<file path="src/hw/rtl/sorted_store_range_count_macros.svh">
// Assertion macros used by the sorted store RTL.
// Depends on a clk and an active-low rst_n in the scope of each use.
`ifndef SORTED_STORE_RANGE_COUNT_MACROS_SVH
`define SORTED_STORE_RANGE_COUNT_MACROS_SVH

// same-cycle implication
`define SSRC_ASSERT_IMP(lbl, ante, cons, msg) \
    lbl: assert property (@(posedge clk) disable iff (!rst_n) (ante) |-> (cons)) \
        else $error(msg);

// next-cycle implication
`define SSRC_ASSERT_NXT(lbl, ante, cons, msg) \
    lbl: assert property (@(posedge clk) disable iff (!rst_n) (ante) |=> (cons)) \
        else $error(msg);

`endif

</file>
<file path="src/hw/rtl/ssrc_thermo.sv">
// Thermometer-to-count encoder over the hit flags of the cell row.
// Depends on nothing beyond its parameters.
`timescale 1ns / 1ps

module ssrc_thermo #(
    parameter int N  = 64,
    parameter int CW = 7
) (
    input  logic [N-1:0]  therm,
    output logic [CW-1:0] cnt
);
    logic [N:0]   ext;
    logic [N-1:0] rise;

    assign ext = {1'b0, therm};

    always_comb
    begin
        cnt = '0;
        for (int i = 0; i < N; i++)
        begin
            rise[i] = ext[i] && !ext[i+1];
            if (rise[i])
            begin
                cnt = cnt | CW'(i + 1);
            end
        end
    end

endmodule

</file>
<file path="config.mk">
export PLATFORM = sky130hd
export DESIGN_NAME = ssrc_thermo
export DESIGN_NICKNAME = d
export VERILOG_FILES = /design/src/hw/rtl/sorted_store_range_count_macros.svh /design/src/hw/rtl/ssrc_thermo.sv
export SDC_FILE = /design/constraint.sdc
export NUM_CORES = 1
export LEC_CHECK = 0
export ABC_AREA = 1
export BUFFER_PORTS_ARGS = -buffer_cell sky130_fd_sc_hd__buf_2
export CAP_MARGIN = 20
export CORE_MARGIN = 3
export CORE_UTILIZATION = 46
export DETAILED_ROUTE_END_ITERATION = 8
export PLACE_DENSITY = 0.94
export SETUP_SLACK_MARGIN = 0.02
export SLEW_MARGIN = 15
export SYNTH_ARGS = -nofsm -noshare
export SYNTH_HDL_FRONTEND = slang
export SYNTH_SLANG_ARGS = --single-unit
</file>
<file path="constraint.sdc">
create_clock -name vclk -period 1.3
set_input_delay 0.26 -clock vclk [all_inputs]
set_output_delay 0.26 -clock vclk [all_outputs]
set_load 0.05 [all_outputs]
</file>
==> flow_metrics.py, run 1 <==
metrics = {
    "outcome": {
        "run_status": "aborted with a tool error",
        "lastStage": "5_1_grt",
        "tool.error": "[ERROR GRT-0232] Routing congestion too high. Check the congestion heatmap in the GUI.",
    },
    "place": {
        "dpl.cell_count": 333,
        "port_buffers": 71,
        "dpl.hpwl_mm": 2.49,
        "place_congestion": 0.847,
    },
    "clocking": {
        "post-cts-setup-buffers": 0,
    },
    "global_routing": {
        "grt-ovfl-total": 69,
        "grt_max_degree": 3,
        "grt_usage_pct": 66.5,
    },
    "logic_synthesis": {
        "synth_cell_types": 8,
        "yosys.area.top_type": "nand2_1",
        "ys_warn_count": 0,
        "synth_top_cell_area_share_pct": 50.3,
        "syn_inst": 238,
        "syn_nets": 302,
        "netlist_area_um2": 940,
        "avgSynthCellArea_um2": 3.95,
        "synthTopCellsByArea": "nand2_1 50%, inv_1 25%, nor2_1 14%",
        "synth-seq-area-share_pct": 0,
    },
    "die": {
        "ios": 71,
        "start_util_pct": 51.6,
        "die_w_um": 51.2,
        "rows": 15,
        "die_y_um": 51.2,
    },
    "sta": {
        "worstEpCategory": "top-level output",
        "worst_endpoint": "cnt[4]",
    },
}
-- per-layer routing --
layer  GRT usage, %  GRT overflow
met3           38.8             0
met1           58.9             0
met2           94.2            43
met5              0             0
met4           83.9            26
-- cell families after synthesis --
logic type             Yosys count  share of synthesized area (%)
buffers and inverters           63                           25.6
AND/OR/NAND/NOR                173                           73.4
AO/OA/AOI/OAI                    2                           1.07
-- synth_stat cells --
| library cell | number |
|---|---|
| nand2_1 | 126 |
| nor2_4 | 2 |
| nor2_2 | 5 |
| nand2_2 | 5 |
| nor2_1 | 35 |
| o21ai_0 | 2 |
| buf_4 | 1 |
| inv_1 | 62 |
-- repair_timing --
item,in CTS
setup endpoints to repair,6
pin swaps,39
resized for setup,36
hold buffers,0
-- per-stage QoR --
step | cell area (um2) | hold slack [ps] | setup WS (ps)
after floorplan | 940 | 687 | 62.2
after CTS | 1450 | 813 | 5.62
after detailed placement | 1320 | 823 | -66.8
after global placement | 1320 | 822 | -43.5
==> run 2: changes to the inputs <==
--- a/config.mk
+++ b/config.mk
@@ -8,11 +8,10 @@
 export ABC_AREA = 1
 export BUFFER_PORTS_ARGS = -buffer_cell sky130_fd_sc_hd__buf_2
 export CAP_MARGIN = 20
-export CORE_MARGIN = 3
-export CORE_UTILIZATION = 46
+export CORE_AREA = 3 3 64 66
 export DETAILED_ROUTE_END_ITERATION = 8
-export PLACE_DENSITY = 0.94
-export SETUP_SLACK_MARGIN = 0.02
+export DIE_AREA = 0 0 67 69
+export PLACE_DENSITY_LB_ADDON = 0.15
 export SLEW_MARGIN = 15
 export SYNTH_ARGS = -nofsm -noshare
 export SYNTH_HDL_FRONTEND = slang
==> flow_metrics.py, run 2 <==
metrics = {
    "min_path": {
        "holdPathEnd": "cnt[6]",
        "hold_class": "in -> out",
        "holdPathStages": 2,
        "hold_start": "therm[63]",
    },
    "finish": {
        "area_delta_synth_final_pct": 90.9,
        "multi_input_area_um2": 947,
        "nClkBuffers": 0,
        "drive_gt1_share_pct": 54.4,
        "finalInstanceArea_um2": 1790,
        "seq_cell_count": 0,
        "final_common_cell": "nand2_1",
        "seqCellArea_um2": 0,
        "nFillCells": 424,
        "most-common-layout-cells": "70 x nand2_1, 54 x nand2_2, 47 x inv_1, 41 x buf_2, 29 x buf_6",
        "nets": 375,
        "n_antenna_cell": 0,
        "finish.utilization_pct": 49.4,
    },
    "drt": {
        "drc": 0,
        "ant_nets": 0,
        "drtPass1Iterations": 4,
        "wl_mm": 3.17,
        "wl_per_cell_um": 8.88,
        "first_iter_violations": 29,
        "vias": 1410,
        "viasPerCell": 3.95,
    },
    "outcome": {
        "violations": "negative setup slack",
        "run_status": "finished with violations",
    },
    "logic_synthesis": {
        "synth_top_cell_area_share_pct": 50.3,
        "yosysMostFrequentCell": "nand2_1",
        "syn_nets": 302,
        "yosys.area.top_type": "nand2_1",
        "synthTopCellsByArea": "nand2_1 50%, inv_1 25%, nor2_1 14%",
        "synth_cell_types": 8,
        "ys_warn_count": 0,
        "netlist_area_um2": 940,
        "netlist_top_cells_count": "126 x nand2_1, 62 x inv_1, 35 x nor2_1",
        "synth-seq-area-share_pct": 0,
        "avgSynthCellArea_um2": 3.95,
        "syn_inst": 238,
    },
    "sta": {
        "min_period_over_period_pct": 101,
        "timing.fmax_mhz": 761,
        "layout_setup_ws_ps": -14.9,
        "rsz0062_at_grt": "true",
        "fin_hold_ws_ps": 811,
        "finalSetupViolCount": 4,
        "relSlewSlack_pct": 83.7,
        "hold_violations": 0,
        "period_minus_slack_ps": 1310,
        "slew_violations": 0,
        "tightest_slew_ps": 247,
    },
    "critical_path": {
        "critPathMaxFanout": 2,
        "setup.worst_path.class": "in -> out",
        "start_kind": "input port",
        "crit_top_cell": "nand2_2",
        "end_kind": "output pin",
        "arrival_ps": 1050,
        "crit_chain": "buf_2, inv_1, nand2_2, nand2_2, nor2_1, nand2_1, nor2_1, nand2_2, buf_6",
        "crit_slowest_cell": "buf_6",
        "crit_path_max_incr_delay_ps": 150,
        "worstPathRequired_ps": 1040,
    },
    "global_routing": {
        "grt_pass1_wl_mm": 4.74,
        "grt_max_degree": 3,
        "antenna_found_initial": 0,
        "use_met2_pct": 21.1,
        "use_met3_pct": 0.977,
        "grt_usage_pct": 12.0,
        "top_usage_layer": "met2",
        "grt_pass1_vias": 1268,
        "grt-ovfl-total": 0,
        "grt_util_met1_pct": 16.6,
    },
    "die": {
        "core_um2": 3630,
        "ios": 71,
        "die_w_um": 67,
        "start_util_pct": 25.9,
        "rows": 22,
        "die-area_um2": 4620,
        "die_y_um": 69,
    },
    "power_and_ir_drop": {
        "vdd_drop_max_v": 0.000109,
        "total_power_w": 0.000525,
        "p_leak_nw": 1.14,
        "p_per_area_nw_per_um2": 292,
    },
    "job": {
        "max-cap-violations": 0,
    },
    "place": {
        "place_area_um2": 1350,
        "dpl.hpwl_mm": 2.66,
        "place_congestion": 0.788,
        "port_buffers": 71,
    },
}
## run 2: cell counts after synthesis
Identical to the previous run, type by type.
## run 2: kinds of logic (layout without fill, tap and decap cells)
group                  Yosys count  in the layout  share of synthesized area (%)
AOI/OAI and AO/OA                2              2                           1.07
and+or+nand+nor                173            173                           73.4
buffers and inverters           63            134                           25.6
## run 2: metrics by stage
stage / cells / worst slack [ps] / TNS (ps)
detailed placement: 356 / -89.9 / -424
floorplan: 238 / 62.2 / 0
global route: 357 / -81.4 / -432
finish: 357 / -14.9 / -40.9
CTS: 356 / -21.3 / -26.8
global placement: 356 / -81.8 / -381
## run 2: how the worst max path moves through the flow
stage	from	end	slack [ps]
after floorplan	therm[63]	cnt[4]	60
after global placement	therm[62]	cnt[5]	-80
after detailed placement	therm[62]	cnt[5]	-90
after global routing	therm[63]	cnt[5]	-80
after CTS	therm[62]	cnt[5]	-20
final	therm[26]	cnt[4]	-10
## run 2: critical path: cells and delay by family
family	cells	cell delay, ps
buffers and inverters	3	300
and+or+nand+nor	6	500
## run 2: per-layer routing
metal | vias to the layer above | part of all wire (%)
met5 | - | 0
met4 | 0 | 0
met3 | 0 | 7.5
met2 | 41 | 50
met1 | 571 | 43
li1 | 798 | -
## run 2: layout make-up
class	count	share of cell area [%]
multi-input cells	175	52.8
repair buffers	72	30.9
inverters	62	13.0
well taps	48	3.35
## run 2: report_power, final
| group | switching (W) | internal [W] | total, W |
|---|---|---|---|
| combinational | 0.000280 | 0.000244 | 0.000525 |
| sequential | 0 | 0 | 0 |
| clock | 0 | 0 | 0 |
| total | 0.000280 | 0.000244 | 0.000525 |
## run 2: timing repair
item                       CTS  global route
hold buffers                 0             0
gates resized for setup     41            97
setup endpoints to repair    6             6
pin swaps                   43            65
setup buffers                0             1
No activity file was read; power rests on OpenSTA's default activity.
==> run 3: changes to the inputs <==
--- a/config.mk
+++ b/config.mk
@@ -5,7 +5,7 @@
 export SDC_FILE = /design/constraint.sdc
 export NUM_CORES = 1
 export LEC_CHECK = 0
-export ABC_AREA = 1
+export ABC_AREA = 0
 export BUFFER_PORTS_ARGS = -buffer_cell sky130_fd_sc_hd__buf_2
 export CAP_MARGIN = 20
 export CORE_AREA = 3 3 64 66
==> constraint.sdc (replaced) <==
create_clock -name vclk -period 1.5
set_input_delay 0.3 -clock vclk [all_inputs]
set_output_delay 0.3 -clock vclk [all_outputs]
set_load 0.05 [all_outputs]
==> flow_metrics.py, run 3 <==
metrics = {
    "logic_synthesis": {
        "synth-seq-area-share_pct": 0,
        "synth_cell_types": 18,
        "synth_fa_ha_area_share_pct": 0,
        "avgSynthCellArea_um2": 6.32,
        "syn_nets": 184,
        "netlist_top_cells_count": "29 x nand2b_1, 20 x inv_1, 12 x o2111ai_1",
        "synth_top_cell_area_share_pct": 23.9,
        "yosysMostFrequentCell": "nand2b_1",
        "yosys.area.top_type": "nand2b_1",
        "synth_top_family_by_area": "simple AND/OR/NAND/NOR gates",
        "ys_warn_count": 0,
        "syn_inst": 120,
        "synth_compound_area_share_pct": 28.4,
        "synthSimpleGateAreaFrac_pct": 60.7,
        "synthTopCellsByArea": "nand2b_1 24%, o2111ai_1 14%, inv_1 9.9%",
        "synth_xor_area_share_pct": 0,
        "netlist_area_um2": 758,
        "yosys-mux-area-fraction_pct": 0,
    },
    "global_routing": {
        "grt_usage_pct": 15.3,
        "grt_pass1_vias": 1284,
        "antenna_found_initial": 0,
        "grt_max_degree": 4,
        "grt-ovfl-total": 0,
        "grt_pass1_wl_mm": 5.80,
    },
    "sta": {
        "fin_hold_ws_ps": 897,
        "tightest_slew_ps": 376,
        "min_period_over_period_pct": 113,
        "hold_violations": 0,
        "finalSetupViolCount": 6,
        "rsz0062_at_grt": "true",
        "timing.fmax_mhz": 590,
        "period_minus_slack_ps": 1690,
        "layout_setup_ws_ps": -195,
        "relSlewSlack_pct": 74.7,
        "slew_violations": 0,
    },
    "drt": {
        "drtPass1Iterations": 4,
        "wl_mm": 3.63,
        "wl_per_cell_um": 13.4,
        "vias": 1280,
        "drc": 0,
        "first_iter_violations": 30,
        "viasPerCell": 4.72,
        "ant_nets": 0,
    },
    "finish": {
        "nets": 289,
        "finish.utilization_pct": 46.7,
        "most-common-layout-cells": "59 x buf_2, 30 x buf_4, 25 x nand2b_1, 20 x inv_1, 12 x buf_6",
        "drive_gt1_share_pct": 60.5,
        "seq_cell_count": 0,
        "seqCellArea_um2": 0,
        "n_antenna_cell": 0,
        "area_delta_synth_final_pct": 124,
        "final_common_cell": "buf_2",
        "finalInstanceArea_um2": 1700,
        "nFillCells": 400,
        "nClkBuffers": 0,
    },
    "critical_path": {
        "worstSetupStartpoint": "therm[28]",
        "end_kind": "output pin",
        "critPathMaxFanout": 3,
        "crit_top_cell": "buf_6",
        "crit_path_max_incr_delay_ps": 320,
        "crit_slowest_cell": "nor4_4",
        "start_kind": "input port",
        "setup.worst_path.class": "in -> out",
        "crit_chain": "buf_6, or2b_4, o2111ai_4, nor4_4, nand3_1, buf_6",
        "worstPathRequired_ps": 1200,
        "arrival_ps": 1390,
    },
    "place": {
        "place_area_um2": 1430,
        "port_buffers": 71,
        "dpl.hpwl_mm": 3.21,
        "place_congestion": 0.814,
    },
    "die": {
        "die-area_um2": 4620,
        "die_w_um": 67,
        "ios": 71,
        "core_um2": 3630,
        "rows": 22,
        "die_y_um": 69,
        "start_util_pct": 20.9,
    },
    "outcome": {
        "violations": "negative setup slack",
        "run_status": "finished with violations",
    },
    "power_and_ir_drop": {
        "p_per_area_nw_per_um2": 253,
        "vdd_drop_max_v": 0.000131,
        "p_leak_nw": 0.819,
    },
    "min_path": {
        "hold_start": "therm[63]",
        "hold_class": "in -> out",
    },
    "job": {
        "max-cap-violations": 0,
    },
}
## run 3: worst paths after layout
path | slack [ps] | cells after the start | end
max | -190 | 6 | cnt[4]
min | 900 | 2 | cnt[6]
## run 3: cell type report
type | instances | area, um2 | area share [%]
multi-input cells | 99 | 855 | 50.4
repair buffers | 104 | 706 | 41.6
well taps | 48 | 60.1 | 3.54
inverters | 20 | 75.1 | 4.43
## run 3: critical path, delay by kind of cell
kind	cells	cell delay (ps)
compound gates	1	130
simple gates	3	680
buf+inv	2	270
## run 3: cells by family after synthesis
family                 count (synthesis)
AO/OA/AOI/OAI                         26
buffers and inverters                 21
AND/OR/NAND/NOR                       73
## run 3: repair_timing
action	CTS	global route
pin swaps	10	9
hold buffers	0	0
endpoints found under the setup margin	6	6
hold endpoints to repair	0	0
buffers inserted	1	1
resized for setup	30	20
## run 3: routing by layer
layer / share of wire, % / global-route usage (%) / vias up
met5: 0 / 0 / -
met4: 0 / 0 / 0
met3: 6.0 / 0.977 / 0
met2: 48 / 26.1 / 48
met1: 46 / 22.2 / 579
li1: - / - / 653
## run 3: stage by stage
| stage | power [W] | setup TNS [ps] | std cells | setup WS (ps) |
|---|---|---|---|---|
| final | 0.000429 | -908 | 271 | -195 |
| after global routing | 0.000465 | -1280 | 271 | -280 |
| after CTS | 0.000400 | -879 | 270 | -205 |
| after detailed placement | 0.000353 | -1300 | 269 | -272 |
| after global placement | 0.000354 | -1250 | 269 | -242 |
| after floorplan | 0.000151 | -265 | 120 | -167 |
## run 3: power by group
part	internal (W)	switching (W)	total (W)
clock	0	0	0
sequential	0	0	0
combinational	0.000230	0.000199	0.000429
==> run 4: changes to the inputs <==
==> constraint.sdc (replaced) <==
create_clock -name vclk -period 2
set_input_delay 0.4 -clock vclk [all_inputs]
set_output_delay 0.4 -clock vclk [all_outputs]
set_load 0.05 [all_outputs]
==> flow_metrics.py, run 4 (synthesis results as in run 3) <==
metrics = {
    "die": {
        "core_um2": 3630,
        "die_w_um": 67,
        "die-area_um2": 4620,
        "start_util_pct": 20.9,
        "rows": 22,
        "ios": 71,
        "die_y_um": 69,
    },
    "drt": {
        "wl_per_cell_um": 13.7,
        "drc": 0,
        "drtPass1Iterations": 4,
        "ant_nets": 0,
        "viasPerCell": 4.79,
        "first_iter_violations": 41,
        "vias": 1140,
        "wl_mm": 3.26,
    },
    "global_routing": {
        "grt_pass1_wl_mm": 5.18,
        "grt-ovfl-total": 0,
        "grt_pass1_vias": 1149,
        "grt_usage_pct": 13.6,
        "antenna_found_initial": 0,
        "grt_max_degree": 4,
    },
    "outcome": {
        "run_status": "finished, final reports clean",
    },
    "clocking": {
        "hold_buffers": 0,
        "post-cts-setup-buffers": 0,
        "cts.repair.resized": 0,
    },
    "critical_path": {
        "setup.worst_path.class": "in -> out",
        "critPathMaxFanout": 3,
        "start_kind": "input port",
        "worstSetupStartpoint": "therm[23]",
        "end_kind": "output pin",
        "worstPathRequired_ps": 1600,
        "arrival_ps": 1530,
    },
    "min_path": {
        "hold_start": "therm[63]",
        "hold_class": "in -> out",
    },
    "finish": {
        "area_delta_synth_final_pct": 53.8,
        "seqCellArea_um2": 0,
        "nClkBuffers": 0,
        "n_antenna_cell": 0,
        "final_common_cell": "buf_2",
        "fin_cells": 238,
        "nets": 256,
        "seq_cell_count": 0,
        "drive_gt1_share_pct": 42.6,
        "most-common-layout-cells": "71 x buf_2, 29 x nand2b_1, 20 x inv_1, 12 x o2111ai_1",
    },
    "sta": {
        "hold_violations": 0,
        "finalSetupViolCount": 0,
        "relSlewSlack_pct": 70.2,
        "slew_violations": 0,
        "rsz0062_at_grt": "false",
        "period_minus_slack_ps": 1930,
        "timing.fmax_mhz": 517,
        "layout_setup_ws_ps": 67.0,
        "finalSetupTns_ps": 0,
        "tightest_slew_ps": 442,
        "min_period_over_period_pct": 96.7,
    },
    "power_and_ir_drop": {
        "p_leak_nw": 0.570,
        "vdd_drop_max_v": 0.0000496,
        "p_per_area_nw_per_um2": 183,
    },
    "place": {
        "dpl.hpwl_mm": 3.06,
        "place_congestion": 0.835,
        "dpl.cell_count": 238,
        "port_buffers": 71,
        "dp_slack_ps": 67.7,
    },
    "job": {
        "max-cap-violations": 0,
    },
}
run 4: area by class of cell:
cell class	instances	area, um2
fillers	435	2470
multi-input cells	99	676
repair buffers	71	355
inverters	20	75.1
well taps	48	60.1
run 4: worst paths after layout:
check	end	slack (ps)	depth (start not counted)
min	cnt[6]	1100	2
max	cnt[0]	70	6
run 4: worst max-delay path, cell delays in order:
cell and delay, ps:
buf_2 80, nand2b_1 170, o2111ai_1 150, nor4_2 330
nand4_1 150, buf_2 240
run 4: power by group:
part           internal [W]  switching (W)
combinational      0.000101       0.000111
clock                     0              0
sequential                0              0
total              0.000101       0.000111
run 4: routing by layer:
| metal | GRT usage, % | part of all wire [%] | routed length [um] | vias up |
|---|---|---|---|---|
| li1 | - | - | - | 583 |
| met1 | 18.1 | 44 | 1430 | 517 |
| met2 | 24.8 | 49 | 1600 | 40 |
| met3 | 0.977 | 6.9 | 226 | 0 |
| met4 | 0 | 0 | 0 | 0 |
| met5 | 0 | 0 | 0 | - |
run 4: per-stage QoR:
stage	cell area, um2	utilization, %	power (W)	hold WS (ps)
2_1_floorplan	758	-	0.000109	967
3_3_place_gp	1170	32.1	0.000215	1100
3_5_place_dp	1170	32.1	0.000212	1100
4_1_cts	1170	32.1	0.000214	1100
5_1_grt	1170	32.1	0.000238	1110
6_report	1170	32.1	0.000213	1100
