===== src/hw/rtl/sorted_store_range_count_macros.svh =====
// Assertion macros used by the sorted store RTL.
// Depends on a clk and an active-low rst_n in the scope of each use.
`ifndef SORTED_STORE_RANGE_COUNT_MACROS_SVH
`define SORTED_STORE_RANGE_COUNT_MACROS_SVH

// same-cycle implication
`define SSRC_ASSERT_IMP(lbl, ante, cons, msg) \
    lbl: assert property (@(posedge clk) disable iff (!rst_n) (ante) |-> (cons)) \
        else $error(msg);

// next-cycle implication
`define SSRC_ASSERT_NXT(lbl, ante, cons, msg) \
    lbl: assert property (@(posedge clk) disable iff (!rst_n) (ante) |=> (cons)) \
        else $error(msg);

`endif


===== src/hw/rtl/ssrc_pkg.sv =====
// Types and constants of the sorted store with range count.
// No dependencies.
`timescale 1ns / 1ps

package ssrc_pkg;

    localparam int DATA_W  = 32;
    localparam int COUNT_W = 7;

    typedef enum logic [1:0] {
        ACT_CLEAR = 2'd0,
        ACT_LOAD  = 2'd1,
        ACT_QUERY = 2'd2,
        ACT_NONE  = 2'd3
    } action_t;

    typedef struct packed {
        logic [1:0]               action;
        logic signed [DATA_W-1:0] load_value;
        logic signed [DATA_W-1:0] bound_a;
        logic signed [DATA_W-1:0] bound_b;
    } req_t;

    typedef struct packed {
        logic [COUNT_W-1:0] count;
        logic               rejected;
    } rsp_t;

    // per-beat controls broadcast to every cell
    typedef struct packed {
        logic ins;
        logic cap;
    } cell_ctl_t;

endpackage


===== src/hw/rtl/ssrc_cell.sv =====
// One cell of the sorted row: holds one entry, shifts right on insert, flags range hits.
// Depends on ssrc_pkg.
`timescale 1ns / 1ps

module ssrc_cell #(
    parameter int IDX = 0,
    parameter int CW  = 7
) (
    input  logic                              clk,
    input  ssrc_pkg::cell_ctl_t               ctl,
    input  logic [CW-1:0]                     occ,
    input  logic signed [ssrc_pkg::DATA_W-1:0] key,
    input  logic signed [ssrc_pkg::DATA_W-1:0] lo,
    input  logic signed [ssrc_pkg::DATA_W-1:0] left_value,
    input  logic                              left_gt,
    output logic signed [ssrc_pkg::DATA_W-1:0] value,
    output logic                              gt,
    output logic                              le_flag,
    output logic                              lt_flag
);
    import ssrc_pkg::*;

    localparam logic [CW-1:0] IDX_C = CW'(IDX);

    logic signed [DATA_W-1:0] value_reg;
    logic                     le_flag_reg;
    logic                     lt_flag_reg;
    logic                     held;
    logic                     le;
    logic                     lt;
    logic                     write;

    assign held  = IDX_C < occ;
    assign le    = value_reg <= key;
    assign lt    = value_reg < lo;
    assign gt    = held && !le;
    assign write = ctl.ins && (gt || (IDX_C == occ));

    always_ff @(posedge clk)
    begin
        if (write)
        begin
            value_reg <= left_gt ? left_value : key;
        end
        if (ctl.cap)
        begin
            le_flag_reg <= held && le;
            lt_flag_reg <= held && lt;
        end
    end

    assign value   = value_reg;
    assign le_flag = le_flag_reg;
    assign lt_flag = lt_flag_reg;

endmodule


===== config.mk =====
export PLATFORM = sky130hd
export DESIGN_NAME = ssrc_cell
export DESIGN_NICKNAME = d
export VERILOG_FILES = /design/src/hw/rtl/sorted_store_range_count_macros.svh /design/src/hw/rtl/ssrc_pkg.sv /design/src/hw/rtl/ssrc_cell.sv
export SDC_FILE = /design/constraint.sdc
export NUM_CORES = 1
export LEC_CHECK = 0
export ABC_AREA = 1
export CAP_MARGIN = 15
export CORE_UTILIZATION = 55
export CTS_BUF_LIST = sky130_fd_sc_hd__clkbuf_8
export DETAILED_ROUTE_END_ITERATION = 12
export DONT_BUFFER_PORTS = 1
export PLACE_DENSITY = 0.81
export SLEW_MARGIN = 0
export SYNTH_ARGS = -nofsm -noshare
export SYNTH_HDL_FRONTEND = slang
export SYNTH_SLANG_ARGS = --single-unit

===== constraint.sdc =====
create_clock -name clk -period 6.31 [get_ports clk]
set_input_delay 1.262 -clock clk [delete_from_list [all_inputs] [get_ports clk]]
set_output_delay 1.262 -clock clk [all_outputs]
set_load 0.05 [all_outputs]

==> results.sh, run 1 <==
export IMPL_firstDrtPassIters=4
export IMPL_crit_path_max_fanout=4
export IMPL_r2r_cells=9
export IMPL_ir_drop_mv=0.121
export IMPL_leakage_nw=1.67
export IMPL_worstHoldPathCells=0
export IMPL_synth_top_family_by_area="adder cells"
export IMPL_vias=2487
export IMPL_hp_class="primary input to register"
export IMPL_core_area_um2=5240
export IMPL_maxCapViolCount=0
export IMPL_maxSlewViolCount=0
export IMPL_finalNonFillerCells=456
export IMPL_synth_top_area_cell="edfxtp_1"
export IMPL_finalCriticalPeriod_ns=4.44
export IMPL_power_density_nw_per_um2=226
export IMPL_cp_startpoint="key[31]"
export IMPL_wl_per_cell_um=14.1
export IMPL_drt_total_wl_um=6440
export IMPL_diodes=0
export IMPL_synth_edf_count=34
export IMPL_synth_compound_area_share_pct=12.6
export IMPL_synthAdderAreaFrac_pct=25.6
export IMPL_synth_area_per_cell_um2=7.97
export IMPL_synth_simple_area_share_pct=17.7
export IMPL_totalNegativeSetupSlack_ns=0
export IMPL_port_buffers=0
export IMPL_clkTransAtPathRegs_ns=0.07
export IMPL_yosysMostFrequentCell="nand2_1"
export IMPL_die_area_um2=5900
export IMPL_largest_reg_flops=32
export IMPL_synth_ff_type="edfxtp_1"
export IMPL_dp_cells=449
export IMPL_grt_pass1_vias=2389
export IMPL_ios=142
export IMPL_startpoint_type="primary input"
export IMPL_grt_pass1_wl_um=10300
export IMPL_cts_sinks=34
export IMPL_worstHoldStart="ctl[0]"
export IMPL_synthArstFlopShare_pct=0
export IMPL_layout_nets=556
export IMPL_drive_gt1_share_pct=4.15
export IMPL_area_delta_synth_final_pct=4.72
export IMPL_synth_top_area_share_pct=33.2
export IMPL_worst_pin_slew_ns=1.09
export IMPL_fin_util_pct=61.5
export IMPL_synth_commonest_cells="nand2_1 (91), inv_1 (77), ha_1 (63), o21ai_0 (37), edfxtp_1 (34)"
export IMPL_finalClockSkew_ns=0.00791
export IMPL_fin_crit_sh_pct=70.3
export IMPL_cp_required_ns=5.05
export IMPL_numCtsBuffers=5
export IMPL_synth_cell_types=26
export IMPL_cts_max_level=2
export IMPL_ant_nets=0
export IMPL_hold_viol=0
export IMPL_first_iter_violations=71
export IMPL_antenna_found_initial=0
export IMPL_die_x_um=76.8
export IMPL_setup_viol=0
export IMPL_cp_arrival_ns=3.18
export IMPL_crit_type="primary input to primary output"
export IMPL_rr_startpoint="value[31]"
export IMPL_relSlewSlack_pct=26.9
export IMPL_hold_buffers=0
export IMPL_grtUsageTotal_pct=22.2
export IMPL_synth_xor_xnor_area_share_pct=0
export IMPL_place_hpwl_um=5320
export IMPL_n_fill_cell=479
export IMPL_end_kind="primary output"
export IMPL_initial_core_util_pct=58.8
export IMPL_drcViolationCount=0
export IMPL_outcome="finished clean"
export IMPL_synthMuxAreaShare_pct=0.366
export IMPL_cts_tree="built"
export IMPL_place_gp_congestion=0.820
export IMPL_max_freq_ghz=0.225
export IMPL_postCtsSetupRepairBufs=0
export IMPL_grt_max_degree=64
export IMPL_vias_per_cell=5.45
export IMPL_clockBufferDepth=2
export IMPL_rsz0062_at_grt="no"
export IMPL_syn_num_nets=556
export IMPL_ys_seq_area_share_pct=33.2
export IMPL_synth_ff_latch_count=34
export IMPL_cts_resized=0
export IMPL_grt_ovfl_total=0
export IMPL_num_rows=26
export IMPL_ys_warnings_count=0
export IMPL_synthTopCellsByArea="edfxtp_1 (33%), ha_1 (26%), nand2_1 (11%), inv_1 (9.4%), o21ai_0 (6.0%)"
export IMPL_syn_cell_area_um2=3080
export IMPL_die_h_um=76.8
export IMPL_worstSkewPairLatency_ns=0.28
export IMPL_synthCells=386
export IMPL_cts_root_buffer="clkbuf_8"
[placed cells by master, fill, tap and decap left out, types with 4 or more instances in the layout]
cell type	n
ha_1	63
edfxtp_1	34
nand2_1	91
nand3_1	7
o21ai_0	37
nor2_1	17
inv_1	79
clkbuf_8	5
nand4_1	4
a21oi_1	27
[layer usage]
| layer | wire [um] | track usage, % | vias up |
|---|---|---|---|
| li1 | - | - | 1272 |
| met1 | 2790 | 24.7 | 1105 |
| met2 | 3090 | 39.1 | 100 |
| met3 | 473 | 7.74 | 10 |
| met4 | 93 | 7.12 | 0 |
| met5 | 0 | 0 | - |
[where the power goes]
| part | internal [mW] | total [mW] | switching, mW |
|---|---|---|---|
| logic | 0.0699 | 0.180 | 0.110 |
| clock network | 0.0728 | 0.151 | 0.0785 |
| registers | 0.287 | 0.398 | 0.111 |
[critical path, stage by stage]
cell and delay, ns:
inv_1 0.03, ha_1 0.33, nand2_1 0.11, nor2_2 0.15, nand2_2 0.08, nor4_4 0.16, nand2_1 0.11, nand3_1 0.09
nand3_2 0.14, nor2_1 0.70
[logic make-up (layout without fill, tap and decap cells)]
kind of cell | after synthesis | in the layout
AOI/OAI and AO/OA | 73 | 73
and+or+nand+nor | 129 | 129
adders and majority gates | 63 | 63
buffers and inverters | 86 | 86
muxes | 1 | 1
DFF | 34 | 34
[area by class of cell]
type / count / area (um2) / share of cell area [%]
Clock buffer: 5 / 68.8 / 2.14
Sequential cell: 34 / 1020 / 31.7
Multi-Input combinational cell: 266 / 1740 / 54.0
Tap cell: 70 / 87.6 / 2.72
Clock inverter: 2 / 7.51 / 0.233
Inverter: 79 / 297 / 9.20
[metrics by stage]
| stage | power (mW) | setup slack [ns] | hold slack [ns] | instance area, um2 |
|---|---|---|---|---|
| after floorplan | 0.542 | 2.10 | 1.22 | 3080 |
| after global placement | 0.574 | 1.93 | 1.33 | 3150 |
| after detailed placement | 0.584 | 1.84 | 1.36 | 3150 |
| after CTS | 0.737 | 1.84 | 1.07 | 3220 |
| after global routing | 0.779 | 1.71 | 1.06 | 3220 |
| final | 0.729 | 1.87 | 1.08 | 3220 |
[path summary, 6_finish.rpt]
check                                  to  slack, ns
worst max-delay path                   gt       1.87
worst min-delay path              le_flag       1.08
worst max register to register  value[20]       3.05
worst min register to register    lt_flag       1.38
Note: power is estimated with default switching activity, not from simulation.
==> inputs of run 2 (changes only) <==
--- a/config.mk
+++ b/config.mk
@@ -11,7 +11,7 @@
 export CTS_BUF_LIST = sky130_fd_sc_hd__clkbuf_8
 export DETAILED_ROUTE_END_ITERATION = 12
 export DONT_BUFFER_PORTS = 1
-export PLACE_DENSITY = 0.81
+export PLACE_DENSITY = 0.84
 export SLEW_MARGIN = 0
 export SYNTH_ARGS = -nofsm -noshare
 export SYNTH_HDL_FRONTEND = slang
==> constraint.sdc (replaced) <==
create_clock -name clk -period 3.9 [get_ports clk]
set_input_delay 0.78 -clock clk [delete_from_list [all_inputs] [get_ports clk]]
set_output_delay 0.78 -clock clk [all_outputs]
set_load 0.05 [all_outputs]
==> run 2 against run 1 <==
Effect of this change: critical path depth unchanged; power up 63%; hold slack worse by 0.47 ns; flip-flop and latch count unchanged; final area up 0.47%; setup slack worse by 1.3 ns; first-iteration DRC count up 13%; routed wire length up 6.6%; sequential share of layout area down 0.15 points; largest cell class unchanged.
==> results.sh, run 2 (synthesis results as in run 1) <==
export IMPL_outcome="finished clean"
export IMPL_power_density_nw_per_um2=368
export IMPL_cts_tree="built"
export IMPL_largest_reg_flops=32
export IMPL_drive_gt1_share_pct=4.64
export IMPL_cts_sinks=34
export IMPL_finalClockSkew_ns=0.00242
export IMPL_vias=2539
export IMPL_finalPower_mw=1.19
export IMPL_totalNegativeSetupSlack_ns=0
export IMPL_crit_path_max_fanout=4
export IMPL_ios=142
export IMPL_hp_class="primary input to register"
export IMPL_final_common_cell="nand2_1"
export IMPL_cts_max_level=2
export IMPL_rsz0062_at_grt="no"
export IMPL_n_fill_cell=473
export IMPL_fin_crit_sh_pct=85.6
export IMPL_die_area_um2=5900
export IMPL_finalCriticalPeriod_ns=3.34
export IMPL_place_area_um2=3160
export IMPL_ir_drop_mv=0.257
export IMPL_num_rows=26
export IMPL_worstSkewPairLatency_ns=0.28
export IMPL_grt_pass1_vias=2513
export IMPL_cts_root_buffer="clkbuf_8"
export IMPL_relSlewSlack_pct=61.4
export IMPL_first_iter_violations=80
export IMPL_vias_per_cell=5.54
export IMPL_layout_common_cells="nand2_1 (91), inv_1 (79), ha_1 (63)"
export IMPL_die_h_um=76.8
export IMPL_startpoint_type="register"
export IMPL_end_kind="primary output"
export IMPL_maxSlewViolCount=0
export IMPL_finish_instance_area_um2=3240
export IMPL_leakage_nw=1.68
export IMPL_setup_viol=0
export IMPL_drcViolationCount=0
export IMPL_drt_total_wl_um=6870
export IMPL_worst_pin_slew_ns=0.579
export IMPL_maxCapViolCount=0
export IMPL_area_delta_synth_final_pct=5.20
export IMPL_diodes=0
export IMPL_grt_ovfl_total=0
export IMPL_crit_type="register to primary output"
export IMPL_worst_r2r_setup_slack_ns=1.04
export IMPL_grtUsageTotal_pct=23.5
export IMPL_firstDrtPassIters=4
export IMPL_place_hpwl_um=5700
export IMPL_grt_max_degree=64
export IMPL_cp_arrival_ns=2.56
export IMPL_max_freq_ghz=0.300
export IMPL_cts_resized=0
export IMPL_clockBufferDepth=2
export IMPL_numCtsBuffers=5
export IMPL_hold_buffers=0
export IMPL_antenna_found_initial=0
export IMPL_worstHoldPathCells=0
export IMPL_cp_required_ns=3.12
export IMPL_ant_nets=0
export IMPL_wl_per_cell_um=15.0
export IMPL_layout_nets=558
export IMPL_finalNonFillerCells=458
export IMPL_dp_cells=451
export IMPL_initial_core_util_pct=58.8
export IMPL_hold_viol=0
export IMPL_core_area_um2=5240
export IMPL_grt_pass1_wl_um=11100
export IMPL_postCtsSetupRepairBufs=0
export IMPL_r2r_cells=10
export IMPL_clkTransAtPathRegs_ns=0.07
export IMPL_place_gp_congestion=0.791
export IMPL_port_buffers=0
export IMPL_die_x_um=76.8
[run 2: cell types whose count changed in the layout (fill, tap and decap cells not counted)]
cell | before | now
buf_4 | 0 | 2
[run 2: final cells by class]
class | count | area (um2) | share of cell area, %
clock inverters | 2 | 7.51 | 0.232
multi-input cells | 266 | 1740 | 53.8
inverters | 79 | 297 | 9.16
well taps | 70 | 87.6 | 2.70
clock buffers | 5 | 68.8 | 2.13
repair buffers | 2 | 15.0 | 0.464
flip-flops and latches | 34 | 1020 | 31.5
[run 2: stage by stage]
stage / util [%] / setup WS [ns] / hold slack (ns)
final: 61.8 / 0.562 / 0.609
after detailed placement: 60.4 / 0.821 / 0.893
after CTS: 61.8 / 0.563 / 0.605
after floorplan: - / 0.655 / 0.892
after global routing: 61.8 / 0.418 / 0.595
after global placement: 60.4 / 0.877 / 0.893
[run 2: per-layer routing]
metal / vias up / GRT usage, % / wire length (um)
li1: 1275 / - / -
met1: 1159 / 26.2 / 2740
met2: 96 / 45.4 / 3650
met3: 9 / 5.48 / 428
met4: 0 / 3.85 / 57
met5: - / 0 / 0
[run 2: final timing paths]
check | start | endpoint
max reg2reg | value[31] | value[2]
min reg2reg | value[31] | lt_flag
min | ctl[0] | lt_flag
max | value[31] | gt
[run 2: critical path, stage by stage, from the launching register on]
cell and delay, ns:
edfxtp_1 0.65, ha_1 0.45, nand2_1 0.10, nor2_2 0.15
nand2_2 0.08, nor4_4 0.17, nand2_1 0.11, nand3_1 0.09
nand3_2 0.15, nor2_1 0.12, buf_4 0.20
[run 2: where the power goes]
part	total (mW)	switching [mW]	internal, mW
clock	0.240	0.123	0.118
combinational	0.307	0.186	0.121
sequential	0.643	0.180	0.463
total	1.19	0.488	0.702
==> inputs of run 3 (changes only) <==
--- a/config.mk
+++ b/config.mk
@@ -7,6 +7,7 @@
 export LEC_CHECK = 0
 export ABC_AREA = 1
 export CAP_MARGIN = 15
+export CORE_ASPECT_RATIO = 0.5
 export CORE_UTILIZATION = 55
 export CTS_BUF_LIST = sky130_fd_sc_hd__clkbuf_8
 export DETAILED_ROUTE_END_ITERATION = 12
==> constraint.sdc (replaced) <==
create_clock -name clk -period 3.9 [get_ports clk]
set_input_delay 0.78 -clock clk [delete_from_list [all_inputs] [get_ports clk]]
set_output_delay 0.78 -clock clk [all_outputs]
set_load 0.1 [all_outputs]
==> run 3 against run 2 <==
Effect of this change: clock skew is 0.0037 ns higher; register-to-register slack better by 0.13 ns; clock-buffer cell count stayed put; non-clock buffer count is 32 higher; routed wire length is 2.5% higher; critical path depth is 1 higher; global-route usage is 1.4 points higher.
==> results.sh, run 3 (synthesis results as in run 1) <==
export IMPL_outcome="finished clean"
export IMPL_grt_util_met2_pct=49.5
export IMPL_crit_path_max_fanout=3
export IMPL_layout_nets=590
export IMPL_cp_cell_sequence="buf_4 > ha_1 > nand2_1 > nor2_2 > nand2_2 > nor4_4 > nand2_1 > nand3_1 > nand3_2 > nor2_2 > buf_4"
export IMPL_hp_class="primary input to register"
export IMPL_n_fill_cell=443
export IMPL_crit_buf_inv=2
export IMPL_first_iter_violations=60
export IMPL_startpoint_type="register"
export IMPL_num_rows=18
export IMPL_maxCapViolCount=0
export IMPL_clkTransAtPathRegs_ns=0.07
export IMPL_wl_per_cell_um=14.4
export IMPL_grt_pass1_vias=2592
export IMPL_area_delta_synth_final_pct=13.4
export IMPL_cts_sinks=34
export IMPL_use_met3_pct=7.14
export IMPL_crit_slowest_cell="edfxtp_1"
export IMPL_port_buffers=0
export IMPL_seqCellArea_um2=1020
export IMPL_ir_drop_mv=0.218
export IMPL_drt_total_wl_um=7040
export IMPL_cts_tree="built"
export IMPL_fin_worst_hold_slack_ns=0.607
export IMPL_max_freq_ghz=0.311
export IMPL_cpPeakStageDelay_ns=0.36
export IMPL_ios=142
export IMPL_maxSlewViolCount=0
export IMPL_worstHoldPathCells=0
export IMPL_hold_viol=0
export IMPL_initial_core_util_pct=59.7
export IMPL_hold_buffers=0
export IMPL_r2r_cells=11
export IMPL_path_depth=11
export IMPL_busiest_layer="met2"
export IMPL_leakage_nw=1.82
export IMPL_firstDrtPassIters=4
export IMPL_met1_usage_pct=27.3
export IMPL_end_kind="primary output"
export IMPL_vias=2618
export IMPL_worst_pin_slew_ns=0.892
export IMPL_drcViolationCount=0
export IMPL_critPathTopFamily="simple AND/OR/NAND/NOR gates"
export IMPL_die_x_um=108
export IMPL_grt_max_degree=64
export IMPL_postCtsSetupRepairBufs=0
export IMPL_diodes=0
export IMPL_die_area_um2=5920
export IMPL_crit_type="register to primary output"
export IMPL_multi_input_area_um2=1740
export IMPL_grtUsageTotal_pct=24.9
export IMPL_finish_instance_area_um2=3490
export IMPL_cts_root_buffer="clkbuf_8"
export IMPL_ant_nets=0
export IMPL_worstSkewPairLatency_ns=0.28
export IMPL_fin_crit_sh_pct=82.3
export IMPL_place_gp_congestion=0.840
export IMPL_grt_pass1_wl_um=11000
export IMPL_antenna_found_initial=0
export IMPL_setup_viol=0
export IMPL_clockBufferDepth=2
export IMPL_finalClockSkew_ns=0.00612
export IMPL_finalCriticalPeriod_ns=3.21
export IMPL_rsz0062_at_grt="no"
export IMPL_cts_max_level=2
export IMPL_core_area_um2=5160
export IMPL_cp_required_ns=3.12
export IMPL_power_density_nw_per_um2=401
export IMPL_layout_common_cells="nand2_1 (91), inv_1 (77), ha_1 (63)"
export IMPL_numCtsBuffers=5
export IMPL_largest_reg_flops=32
export IMPL_place_hpwl_um=5990
export IMPL_drive_gt1_share_pct=12.2
export IMPL_relSlewSlack_pct=40.6
export IMPL_grt_ovfl_total=0
export IMPL_die_h_um=54.9
export IMPL_cts_resized=0
export IMPL_finalPower_mw=1.40
export IMPL_totalNegativeSetupSlack_ns=0
export IMPL_final_common_cell="nand2_1"
export IMPL_cp_arrival_ns=2.43
export IMPL_place_area_um2=3420
export IMPL_vias_per_cell=5.35
==> run 3: path summary, 6_finish.rpt <==
kind                            slack [ns]       from        end
worst max register to register        1.17  value[27]  value[13]
worst min-delay path                  0.61     ctl[0]    le_flag
worst min register to register        1.05  value[31]    le_flag
worst max-delay path                  0.69  value[27]         gt
==> run 3: area by class of cell <==
class / instances / share of cell area (%)
clock buffers: 5 / 1.97
multi-input cells: 266 / 50.0
inverters: 79 / 8.50
flip-flops and latches: 34 / 29.3
repair buffers: 34 / 7.67
well taps: 70 / 2.51
clock inverters: 1 / 0.108
==> run 3: layer usage <==
layer | up-vias | wire length, um
met2 | 69 | 3560
met1 | 1206 | 3010
met3 | 6 | 410
met4 | 0 | 52
met5 | - | 0
li1 | 1337 | -
==> run 3: where the power goes <==
part | switching (mW) | total, mW | internal, mW
clock | 0.122 | 0.238 | 0.117
combinational | 0.490 | 0.659 | 0.169
sequential | 0.0426 | 0.503 | 0.460
total | 0.655 | 1.40 | 0.745
==> run 3: per-stage QoR <==
stage                     worst slack (ns)  util [%]  cells
after floorplan                      0.333         -    386
after global placement               0.853      66.3    483
after detailed placement             0.760      66.3    483
after CTS                            0.680      67.7    489
after global routing                 0.507      67.7    489
final                                0.689      67.7    489
